[config.mk]
export PLATFORM = sky130hd
export DESIGN_NAME = fpa_mul
export DESIGN_NICKNAME = d
export VERILOG_FILES = /design/src/fpa_pkg.sv /design/src/fpa_mul.sv
export SDC_FILE = /design/constraint.sdc
export NUM_CORES = 2
export LEC_CHECK = 0
export BUFFER_PORTS_ARGS = -buffer_cell sky130_fd_sc_hd__buf_2
export CORE_MARGIN = 1
export CORE_UTILIZATION = 40
export DETAILED_ROUTE_END_ITERATION = 12
export PLACE_DENSITY = 0.55
export SLEW_MARGIN = 20
export SYNTH_ARGS = -nofsm -noshare
export SYNTH_HDL_FRONTEND = slang
export SYNTH_SLANG_ARGS = --single-unit
[constraint.sdc]
create_clock -name clk -period 12.25 [get_ports clk]
set_clock_uncertainty 0.05 [all_clocks]
set_input_delay 2.45 -clock clk [delete_from_list [all_inputs] [get_ports clk]]
set_output_delay 2.45 -clock clk [all_outputs]
set_load 0.03 [all_outputs]
[src/fpa_pkg.sv]
// Shared constants and operation codes for the fixed-point ALU.
package fpa_pkg;

  localparam int FRAC_BITS_DEF = 8;
  localparam int WORD_BITS_DEF = 32;

  localparam int OP_W        = 4;
  localparam int DATA_W      = 32;
  localparam int STATUS_W    = 2;
  localparam int IN_TDATA_W  = 64;
  localparam int OUT_TDATA_W = 40;
  localparam int OUT_PAD_W   = OUT_TDATA_W - DATA_W - 1 - STATUS_W;

  typedef enum logic [OP_W-1:0] {
    OP_ADD   = 4'd0,
    OP_SUB   = 4'd1,
    OP_MUL   = 4'd2,
    OP_DIV   = 4'd3,
    OP_LT    = 4'd4,
    OP_GT    = 4'd5,
    OP_LE    = 4'd6,
    OP_GE    = 4'd7,
    OP_EQ    = 4'd8,
    OP_NE    = 4'd9,
    OP_MIN   = 4'd10,
    OP_MAX   = 4'd11,
    OP_INC   = 4'd12,
    OP_DEC   = 4'd13,
    OP_TOINT = 4'd14
  } op_t;

  typedef enum logic [STATUS_W-1:0] {
    ST_OK   = 2'd0,
    ST_SAT  = 2'd1,
    ST_DIVZ = 2'd2
  } status_t;

endpackage

[src/fpa_mul.sv]
// Pipelined multiply of magnitudes from half-width partial products, rounding, saturation and alignment delay.
module fpa_mul
  import fpa_pkg::*;
#(
  parameter int WORD_BITS = WORD_BITS_DEF,
  parameter int FRAC_BITS = FRAC_BITS_DEF,
  parameter int DEPTH     = WORD_BITS_DEF + FRAC_BITS_DEF
) (
  input  logic                 clk,
  input  logic                 adv,
  input  logic [WORD_BITS-1:0] ma,
  input  logic [WORD_BITS-1:0] mb,
  input  logic                 neg,
  output logic [WORD_BITS-1:0] res,
  output logic                 sat
);

  localparam int H  = (WORD_BITS + 1) / 2;
  localparam int PW = 4 * H;
  localparam logic [PW:0] HALF =
    (FRAC_BITS == 0) ? '0 : ((PW+1)'(1) << ((FRAC_BITS == 0) ? 0 : FRAC_BITS - 1));
  localparam logic [WORD_BITS-1:0] MAXPOS = {1'b0, {(WORD_BITS-1){1'b1}}};
  localparam logic [WORD_BITS-1:0] SBIT   = {1'b1, {(WORD_BITS-1){1'b0}}};
  localparam logic [PW:0] LIM_POS = (PW+1)'(MAXPOS);
  localparam logic [PW:0] LIM_NEG = (PW+1)'(SBIT);

  logic [H-1:0]   al, ah, bl, bh;
  logic [2*H-1:0] pll_r, plh_r, phl_r, phh_r;
  logic           neg1_r, neg2_r;
  logic [PW-1:0]  prod_r;
  logic [PW:0]    rounded;
  logic           sat_nxt;
  logic [WORD_BITS-1:0] res_nxt;
  logic [WORD_BITS-1:0] res_r [3:DEPTH];
  logic                 sat_r [3:DEPTH];

  assign al = ma[H-1:0];
  assign ah = H'(ma >> H);
  assign bl = mb[H-1:0];
  assign bh = H'(mb >> H);

  always_ff @(posedge clk) begin
    if (adv) begin
      pll_r  <= al * bl;
      plh_r  <= al * bh;
      phl_r  <= ah * bl;
      phh_r  <= ah * bh;
      neg1_r <= neg;
      prod_r <= {phh_r, pll_r} + (PW'(plh_r) << H) + (PW'(phl_r) << H);
      neg2_r <= neg1_r;
    end
  end

  // round half away from zero on the magnitude, then saturate
  assign rounded = ({1'b0, prod_r} + HALF) >> FRAC_BITS;
  assign sat_nxt = rounded > (neg2_r ? LIM_NEG : LIM_POS);

  always_comb begin
    if (sat_nxt) begin
      res_nxt = neg2_r ? SBIT : MAXPOS;
    end else if (neg2_r) begin
      res_nxt = WORD_BITS'(0) - rounded[WORD_BITS-1:0];
    end else begin
      res_nxt = rounded[WORD_BITS-1:0];
    end
  end

  always_ff @(posedge clk) begin
    if (adv) begin
      res_r[3] <= res_nxt;
      sat_r[3] <= sat_nxt;
    end
  end

  for (genvar k = 4; k <= DEPTH; k++) begin : g_dly
    always_ff @(posedge clk) begin
      if (adv) begin
        res_r[k] <= res_r[k-1];
        sat_r[k] <= sat_r[k-1];
      end
    end
  end

  assign res = res_r[DEPTH];
  assign sat = sat_r[DEPTH];

endmodule

==> results.md <==
- Crit. End Element: flip-flop
- Die Area: 208000 sq um
- Clock transition at the registers of the reported paths: 0.06 ns
- Status: finished clean
- Final Non-Filler Cells: 8993
- Final hold viol count: 0
- Number of port buffers: 99
- Routed vias: 44.7k
- Post-synth top flop: edfxtp_1
- Cell count after synthesis: 6172
- Crit share post-route: 73.9%
- Crit path launch type: input port
- Worst EP required: 12.71 ns
- Final setup viols: 0
- Max-slew headroom: 23.9%
- Area grow syn2layout: 9.32%
- WL final: 165 mm
- 1st-pass router iterations: 6
- Post-route design area: 90400 sq um
- # rows: 166
- Max Buffers Root-to-Sink: 3
- Post-synth EDFFs: 1434
- Most frequent cells in the layout: edfxtp_1 (1434), inv_1 (964), fa_1 (808)
- Reg area: 43100 sq um
- Placed Cells: 8733
- Placeable core region: 205000 sq um
- Drt initial violations: 2951
- Share of Yosys cell area claimed by the top area cell type: 52.1%
- CP dominant cell by count: fa_1
- Gr usage total: 16.3%
- Vias per cell: 4.97
- Num CTS Buffers: 141
- Top cells by area, synth: edfxtp_1 (52%), fa_1 (20%), ha_1 (7.3%)
- FILL cells: 18.5k
- Worst slew pin tran: 1.14 ns
- Max incr delay on CP: 0.65 ns
- Layout Utilization: 44.1%
- Cell accounting for the most synthesized area: edfxtp_1
- Fmax: 0.110 GHz
- Footprint of the multi-input gates: 34900 sq um
- Global route total overflow: 0
- Async SR Flop Fraction: 0%
- CTS tree: built
- IO Pins: 100
- Layout cell share with drive strength beyond 1: 5.73%
- Sink Count: 1434
- WS Path Type: in -> reg
- CP cell instances: buf_2, nand2_1, fa_1, inv_1, fa_1, inv_1, fa_1, inv_1, fa_1, fa_1, inv_1, fa_1, inv_1, ha_1, nand4_1, nor2_1, a221oi_1, o21ai_0, o31ai_1, o21ai_0, o41a_1, nor4_1, nor3_1
- Skew-Pair Late Insertion Delay: 0.77 ns
- RSZ-0062 raised after global routing: no
- Worst hold-check path type: reg -> reg
- Placed cell area: 85700 sq um
- Post-synthesis sequential area ratio: 52.1%
- Syn avg cell area: 13.4 sq um
- Hold_buf cts: 0
- Pin count of the biggest net entering global routing: 204
- Wire length of the first global-routing pass: 266 mm
- Arr. time, crit path: 9.51 ns
- Cts repair resizes: 0
- Post-Syn Area: 82700 sq um
- Die W: 457 um
- Post CTS Setup Buffer Count: 0
- Gpl congestion: 0.834
- YS warnings: 0
- Number of global-route vias before repair: 47.3k
- Slowest CP cell: buf_2
- Die height: 457 um
- Yosys reg bits: 1434
- Most common cell after layout, fill and taps aside: edfxtp_1
- # nets final: 7542
- Clock Tree Root: clkbuf_16
- Routed WL per cell: 18.3 um
- Synth cell types: 72
- Initial antenna violation count: 10
- Total Neg Setup Slack: 0 ns
- Final Max Slew Viols: 0
- DRT antenna net count: 0
- Detailed placement HPWL: 112 mm
- Initial Util: 40.3%
- Worst-path maximum fanout: 32
- Max-cap check violation count: 0
- DRC: 0
- Final Critical Period: 9.06 ns
- CTS H-tree depth: 4
- Syn_nets: 7526
-- stage by stage --
stage | hold slack, ns | worst slack [ns]
finish | 0.333 | 3.19
global route | 0.324 | 2.81
CTS | 0.332 | 3.23
detailed placement | 0.355 | 2.41
global placement | 0.350 | 2.32
floorplan | 0.350 | 3.67
-- cells in the mapped netlist, drive strengths merged (5+ instances only) --
master / instances
nor2: 113
a31o: 5
or2: 11
nor3: 39
a21o: 62
or4: 5
ha: 479
and4: 17
and3: 17
o22ai: 5
nand3: 62
nand2b: 23
and2: 487
o31ai: 16
a31oi: 16
mux2i: 11
o41ai: 5
nor2b: 20
a21boi: 12
xnor2: 113
xor2: 77
nand4: 34
inv: 964
a311oi: 6
o211ai: 10
o311ai: 8
a21oi: 158
a211o: 6
edfxtp: 1434
o21a: 26
o21bai: 17
nand2: 650
buf: 47
o21ai: 79
nor4: 27
nor3b: 7
a211oi: 20
a22o: 8
or3: 10
clkbuf: 212
fa: 808
-- worst paths after layout --
kind,startpoint,to,slack (ns),depth (start not counted)
setup / recovery,ma[5],pll_r[31]$_DFFE_PP_,3.19,23
hold / removal,res_r[0][141]$_DFFE_PP_,res_r[0][173]$_DFFE_PP_,0.33,0
setup reg to reg,prod_r[12]$_DFFE_PP_,res_r[0][96]$_DFFE_PP_,6.07,17
hold reg to reg,res_r[0][141]$_DFFE_PP_,res_r[0][173]$_DFFE_PP_,0.33,0
-- worst max-delay path: cells and delay by family --
kind | cells | cell delay [ns]
buffers and inverters | 6 | 0.90
AO/OA/AOI/OAI | 5 | 1.87
AND/OR/NAND/NOR | 5 | 0.75
adder cells (fa/ha/maj) | 7 | 3.51
-- sequential cells by signal, summed over array words and instances (netlist names) --
| signal | cells |
|---|---|
| neg1_r | 1 |
| prod_r | 57 |
| res_r | 1216 |
| phl_r | 32 |
| plh_r | 32 |
| phh_r | 32 |
| neg2_r | 1 |
| pll_r | 25 |
| sat_r | 38 |
-- cells by family after synthesis --
logic type | synth area share [%]
simple gates | 9.33
flops | 52.1
fa+ha+maj | 26.8
buf+inv | 5.75
compound gates | 3.85
xor+xnor | 2.01
mux | 0.147
-- layout make-up --
type	instances	share of cell area, %
timing repair buffer	132	0.894
inverter	965	4.01
tap	2688	3.72
clock inverter	86	1.07
antenna	3	0.00831
sequential	1434	47.6
clock buffer	171	4.08
multi-input combinational	3514	38.6
-- metal layers --
layer / track usage, % / vias up / routed length, um
li1: - / 20500 / -
met1: 22.0 / 23000 / 73700
met2: 26.8 / 971 / 78800
met3: 2.53 / 269 / 7300
met4: 5.53 / 6 / 4920
met5: 0 / - / 47
Power is not shown: default switching activity piles up to over one toggle a cycle in this logic, so the estimate is an artifact.
