$ cat config.mk
export PLATFORM = sky130hd
export DESIGN_NAME = fpa_front
export DESIGN_NICKNAME = d
export VERILOG_FILES = /design/src/fpa_pkg.sv /design/src/fpa_front.sv
export SDC_FILE = /design/constraint.sdc
export NUM_CORES = 1
export LEC_CHECK = 0
export ABC_AREA = 1
export BUFFER_PORTS_ARGS = -buffer_cell sky130_fd_sc_hd__buf_2
export CAP_MARGIN = 0
export CORE_MARGIN = 2
export CORE_UTILIZATION = 35
export CTS_BUF_LIST = sky130_fd_sc_hd__clkbuf_8
export DETAILED_ROUTE_END_ITERATION = 10
export PLACE_DENSITY = 0.54
export SLEW_MARGIN = 20
export SYNTH_ARGS = -nofsm -noshare
export SYNTH_HDL_FRONTEND = slang
export SYNTH_SLANG_ARGS = --single-unit
$ cat constraint.sdc
create_clock -name clk -period 3.67 [get_ports clk]
set_input_delay 0.734 -clock clk [delete_from_list [all_inputs] [get_ports clk]]
set_output_delay 0.734 -clock clk [all_outputs]
set_load 0.05 [all_outputs]
$ cat src/fpa_pkg.sv
// Shared constants and operation codes for the fixed-point ALU.
package fpa_pkg;

  localparam int FRAC_BITS_DEF = 8;
  localparam int WORD_BITS_DEF = 32;

  localparam int OP_W        = 4;
  localparam int DATA_W      = 32;
  localparam int STATUS_W    = 2;
  localparam int IN_TDATA_W  = 64;
  localparam int OUT_TDATA_W = 40;
  localparam int OUT_PAD_W   = OUT_TDATA_W - DATA_W - 1 - STATUS_W;

  typedef enum logic [OP_W-1:0] {
    OP_ADD   = 4'd0,
    OP_SUB   = 4'd1,
    OP_MUL   = 4'd2,
    OP_DIV   = 4'd3,
    OP_LT    = 4'd4,
    OP_GT    = 4'd5,
    OP_LE    = 4'd6,
    OP_GE    = 4'd7,
    OP_EQ    = 4'd8,
    OP_NE    = 4'd9,
    OP_MIN   = 4'd10,
    OP_MAX   = 4'd11,
    OP_INC   = 4'd12,
    OP_DEC   = 4'd13,
    OP_TOINT = 4'd14
  } op_t;

  typedef enum logic [STATUS_W-1:0] {
    ST_OK   = 2'd0,
    ST_SAT  = 2'd1,
    ST_DIVZ = 2'd2
  } status_t;

endpackage

$ cat src/fpa_front.sv
// Operand decode, front-stage operations and magnitudes for the divide and multiply paths.
module fpa_front
  import fpa_pkg::*;
#(
  parameter int WORD_BITS = WORD_BITS_DEF,
  parameter int FRAC_BITS = FRAC_BITS_DEF
) (
  input  logic                 clk,
  input  logic                 rst_n,
  input  logic                 adv,
  input  logic                 in_valid,
  input  logic [OP_W-1:0]      in_op,
  input  logic [DATA_W-1:0]    in_a,
  input  logic [DATA_W-1:0]    in_b,
  output logic                 valid_r,
  output logic [OP_W-1:0]      op_r,
  output logic [WORD_BITS-1:0] res_r,
  output logic                 cmp_r,
  output status_t              st_r,
  output logic [WORD_BITS-1:0] ma_r,
  output logic [WORD_BITS-1:0] mb_r,
  output logic                 neg_r,
  output logic                 a_neg_r
);

  localparam logic [WORD_BITS-1:0] MAXPOS = {1'b0, {(WORD_BITS-1){1'b1}}};
  localparam logic [WORD_BITS-1:0] SBIT   = {1'b1, {(WORD_BITS-1){1'b0}}};

  logic [63:0]          a64, b64;
  logic [WORD_BITS-1:0] a_w, b_w, sum, diff;
  logic                 lt, gt, eq;
  logic [WORD_BITS-1:0] res_nxt;
  logic                 cmp_nxt;
  status_t              st_nxt;

  // operands: sign-extend the 32-bit field, then keep the word width
  assign a64  = {{32{in_a[DATA_W-1]}}, in_a};
  assign b64  = {{32{in_b[DATA_W-1]}}, in_b};
  assign a_w  = a64[WORD_BITS-1:0];
  assign b_w  = b64[WORD_BITS-1:0];
  assign sum  = a_w + b_w;
  assign diff = a_w - b_w;
  assign lt   = $signed(a_w) < $signed(b_w);
  assign gt   = $signed(b_w) < $signed(a_w);
  assign eq   = (a_w == b_w);

  always_comb begin
    res_nxt = '0;
    cmp_nxt = 1'b0;
    st_nxt  = ST_OK;
    unique case (in_op)
      OP_ADD: begin
        res_nxt = sum;
        if (!(a_w[WORD_BITS-1] ^ b_w[WORD_BITS-1]) && (sum[WORD_BITS-1] ^ a_w[WORD_BITS-1])) begin
          res_nxt = a_w[WORD_BITS-1] ? SBIT : MAXPOS;
          st_nxt  = ST_SAT;
        end
      end
      OP_SUB: begin
        res_nxt = diff;
        if ((a_w[WORD_BITS-1] ^ b_w[WORD_BITS-1]) && (diff[WORD_BITS-1] ^ a_w[WORD_BITS-1])) begin
          res_nxt = a_w[WORD_BITS-1] ? SBIT : MAXPOS;
          st_nxt  = ST_SAT;
        end
      end
      OP_LT:  cmp_nxt = lt;
      OP_GT:  cmp_nxt = gt;
      OP_LE:  cmp_nxt = !gt;
      OP_GE:  cmp_nxt = !lt;
      OP_EQ:  cmp_nxt = eq;
      OP_NE:  cmp_nxt = !eq;
      OP_MIN: res_nxt = gt ? b_w : a_w;
      OP_MAX: res_nxt = gt ? a_w : b_w;
      OP_INC: begin
        if (a_w == MAXPOS) begin
          res_nxt = MAXPOS;
          st_nxt  = ST_SAT;
        end else begin
          res_nxt = a_w + WORD_BITS'(1);
        end
      end
      OP_DEC: begin
        if (a_w == SBIT) begin
          res_nxt = SBIT;
          st_nxt  = ST_SAT;
        end else begin
          res_nxt = a_w - WORD_BITS'(1);
        end
      end
      OP_TOINT: res_nxt = WORD_BITS'($signed(a_w) >>> FRAC_BITS);
      default: ;  // mul and div finish downstream; unused code gives zeros
    endcase
  end

  always_ff @(posedge clk) begin
    if (!rst_n) begin
      valid_r <= 1'b0;
    end else if (adv) begin
      valid_r <= in_valid;
    end
    if (adv) begin
      op_r    <= in_op;
      res_r   <= res_nxt;
      cmp_r   <= cmp_nxt;
      st_r    <= st_nxt;
      ma_r    <= a_w[WORD_BITS-1] ? (WORD_BITS'(0) - a_w) : a_w;
      mb_r    <= b_w[WORD_BITS-1] ? (WORD_BITS'(0) - b_w) : b_w;
      neg_r   <= a_w[WORD_BITS-1] ^ b_w[WORD_BITS-1];
      a_neg_r <= a_w[WORD_BITS-1];
    end
  end

endmodule

==> flow_summary.toml <==
[global_routing]
grt.busiest_layer = "met2"
first_global_vias = 15600
grt_use_total_pct = 35.3
initial_antenna_violation_count = 0
grt_start_max_net_pins = 45
wire_length_of_the_first_global_routing_pass_mm = 104
global_route.usage.met2_pct = 53.3
grt_util_met1_pct = 50.8
grt.overflow.total = 0
grt.met3_usage_pct = 6.92

[critical_path]
crit_path_max_fanout = 12
rr_worst_depth = 2
regToRegEndpoint = "valid_r"
ff2ff_setup_slack_ns = 3.03
crit-reg2reg-launch = "valid_r"
timing.critical_path.arrival_ns = 3.81
cp.required_ns = 3.89
setup.worst_path.end_class = "flop"
cp-start-kind = "input pin"
critical_path_class = "in -> reg"

[die]
die-area_um2 = 41100
io_pins = 178
die-height_um = 203
dieWidth_um = 203
initial_core_util_pct = 35.6
core-area_um2 = 38800
fp-row-count = 72

[min_path]
worst_hold_path.endpoint = "op_r[0]"
worstHoldPathCells = 1
worst_hold_startpoint = "in_op[0]"
holdCritPathClass = "in -> reg"

[place]
buffer_ports.inserted = 176
dp_hpwl_mm = 62.5
dp_slack_ns = -0.586
routabilityCongestion = 1.04

[timing]
period_needed_ns = 3.59
timing.clock.skew_ns = 0
setup_viol_count_final = 0
finalHoldViolCount = 0
layout_worst_path_cycle_share_pct = 97.9
report.final.slew_viol_count = 0
timing.slew.headroom_pct = 47.3
setup_repair_after_global_routing_missed_its_margin = "yes"
timing.fmax_mhz = 278
final.setup.worst_slack_ns = 0.0786
max_slew.worst_pin.slew_ns = 0.788

[clock_tree]
clockBufferDepth = 2
cts_setup_buffers = 0
clkSlewWorstSetupHoldPaths_ns = 0.12
cts_tree = "yes"
cts-htree-levels = 3
clock_latency_ns = 0.45
cts.root.buffer_cell = "sky130_fd_sc_hd__clkbuf_8"
cts_inserted_buffers = 9
clock_sinks = 105

[power]
cellLeakagePower_nw = 8.69
power-per-cell-area_nw_per_um2 = 289
peakVddDrop_mv = 0.189

[routing]
wl_per_cell_um = 23.8
routed_via_count = 16800
drt-pass1-iter-count = 6
drt_wl_total_mm = 73.8
drtAntennaViolNets = 0
drc = 0
routed_via_density = 5.41
detailedRoute.firstIterationViolations = 2005

[cells_and_area]
area_growth_syn_to_layout_pct = 27.1
multiInputGateArea_um2 = 9370
finish.net_count = 2757
layout-drive-gt1-share_pct = 24.6
filler_cell_count = 4187
post-route-util_pct = 45.3
number_of_antenna_diodes = 0
regArea_um2 = 3140

[yosys]
postSynthRegisterBits = 105
synth_area_um2 = 13800
synth_nets = 2353
syn_area_per_cell_um2 = 6.34
synth_edf_count = 104
seq_area_frac_synth_pct = 22.7
distinct_cell_type_count_of_the_synthesized_netlist = 56
most_instantiated_flip_flop_cell_in_the_synthesis_netlist = "sky130_fd_sc_hd__edfxtp_1"
synthArstFlopShare_pct = 0
total_number_of_yosys_warnings = 0
synthCells = 2180

[job]
max_cap_check_violation_count = 0

[run_status]
outcome = "finished clean"
-- state kept, by name, summed over array words and instances (netlist names), 4 cells and up --
| signal | count |
|---|---|
| ma_r | 32 |
| mb_r | 32 |
| res_r | 32 |
| op_r | 4 |
-- cells by family after synthesis --
kind of cell	after synthesis	share of synthesized area, %
buffers and inverters	339	11.1
other	1	0.0271
AO/OA/AOI/OAI	290	11.7
adder cells (fa/ha/maj)	101	9.30
XOR/XNOR	84	5.32
flip-flops	105	22.7
AND/OR/NAND/NOR	1260	39.8
-- per-layer routing --
| layer | wire (um) | vias up |
|---|---|---|
| met5 | 0 | - |
| met2 | 31500 | 858 |
| met3 | 7270 | 83 |
| met4 | 1980 | 0 |
| met1 | 33000 | 7948 |
| li1 | - | 7914 |
-- cell usage in the layout, fill, tap and decap left out, drive strengths merged --
cell type and n:
a21boi 1, a21o 5, a21oi 127, a22oi 5, a31oi 5, a32oi 1, a41oi 1, and3 3
buf 481, clkbuf 9, clkinv 7, clkinvlp 5, conb 1, dfxtp 1, edfxtp 104, fa 3
ha 98, inv 246, nand2 660, nand3 199, nand3b 3, nand4 52, nor2 286, nor3 44
nor3b 1, nor4 9, o211ai 13, o21a 5, o21ai 114, o21bai 8, o22ai 3, o31ai 2
or2 3, xnor2 1, xor2 83
-- Yosys cell counts, types with 6 or more instances --
library cell,count,area [um2]
sky130_fd_sc_hd__nand2_1,634,2380
sky130_fd_sc_hd__o211ai_1,11,82.6
sky130_fd_sc_hd__inv_2,22,82.6
sky130_fd_sc_hd__o21ai_0,110,551
sky130_fd_sc_hd__ha_1,98,1230
sky130_fd_sc_hd__nand2_2,20,125
sky130_fd_sc_hd__clkbuf_1,20,75.1
sky130_fd_sc_hd__nor2_1,269,1010
sky130_fd_sc_hd__nor2_4,7,78.8
sky130_fd_sc_hd__o21bai_1,8,60.1
sky130_fd_sc_hd__clkinv_1,7,26.3
sky130_fd_sc_hd__xor2_1,83,727
sky130_fd_sc_hd__nor3_1,41,205
sky130_fd_sc_hd__inv_1,222,833
sky130_fd_sc_hd__nand4_1,52,325
sky130_fd_sc_hd__buf_2,28,140
sky130_fd_sc_hd__edfxtp_1,104,3120
sky130_fd_sc_hd__a21oi_1,123,616
sky130_fd_sc_hd__nand2_4,6,67.6
sky130_fd_sc_hd__nand3_1,189,946
sky130_fd_sc_hd__nor2_2,10,62.6
sky130_fd_sc_hd__nand3_2,9,90.1
sky130_fd_sc_hd__nor4_1,7,43.8
sky130_fd_sc_hd__buf_4,19,143
sky130_fd_sc_hd__buf_6,12,135
-- per-stage QoR --
| stage | power, W | instance area, um2 | instances | setup TNS [ns] | hold WS [ns] |
|---|---|---|---|---|---|
| floorplan | 0.00316 | 14000 | 2180 | -0.000713 | 0.753 |
| global placement | 0.00424 | 17300 | 3092 | -11.91 | 0.515 |
| detailed placement | 0.00424 | 17300 | 3092 | -12.24 | 0.549 |
| CTS | 0.00502 | 17500 | 3108 | 0 | 0.453 |
| global route | 0.00531 | 17600 | 3107 | -0.0736 | 0.467 |
| finish | 0.00509 | 17600 | 3107 | 0 | 0.488 |
-- critical path, stage by stage --
cell	delay, ns
sky130_fd_sc_hd__buf_2	0.16
sky130_fd_sc_hd__clkinv_2	0.10
sky130_fd_sc_hd__ha_1	0.34
sky130_fd_sc_hd__a21oi_1	0.18
sky130_fd_sc_hd__o21ai_0	0.14
sky130_fd_sc_hd__a21oi_1	0.18
sky130_fd_sc_hd__nand2_2	0.12
sky130_fd_sc_hd__a21oi_4	0.20
sky130_fd_sc_hd__fa_2	0.51
sky130_fd_sc_hd__nand3_1	0.11
sky130_fd_sc_hd__inv_2	0.06
sky130_fd_sc_hd__nor2_4	0.13
sky130_fd_sc_hd__buf_4	0.26
sky130_fd_sc_hd__nand3_1	0.15
sky130_fd_sc_hd__nand2_1	0.09
sky130_fd_sc_hd__nand2_1	0.05
sky130_fd_sc_hd__nor2_1	0.18
sky130_fd_sc_hd__nand2_1	0.10
-- where the power goes --
part,internal (W),total (W),switching (W)
clock,0.000253,0.000778,0.000525
sequential,0.00147,0.00151,0.0000431
combinational,0.000830,0.00280,0.00197
-- how the worst max path moves through the flow --
stage,from,end
6_report,in_a[12],res_r[28]
5_1_grt,in_a[22],res_r[28]
4_1_cts,in_a[30],res_r[26]
3_5_place_dp,in_a[30],res_r[26]
3_3_place_gp,in_a[28],res_r[26]
2_1_floorplan,in_a[27],res_r[3]
-- what timing repair did --
| item | 4_1_cts | 5_1_grt |
|---|---|---|
| hold buffers | 0 | 0 |
| setup endpoints to repair | 3 | 23 |
| pin swaps | 0 | 3 |
| gates resized for setup | 2 | 22 |
| hold endpoints to repair | 0 | 0 |
-- final cells by class --
type | count | share of cell area, %
Multi-Input combinational cell | 1736 | 53.3
Timing Repair Buffer | 481 | 18.6
Sequential cell | 105 | 17.9
Inverter | 251 | 5.52
Tap cell | 518 | 3.69
Clock buffer | 9 | 0.705
Clock inverter | 7 | 0.306
(Power assumes the default switching activity.)
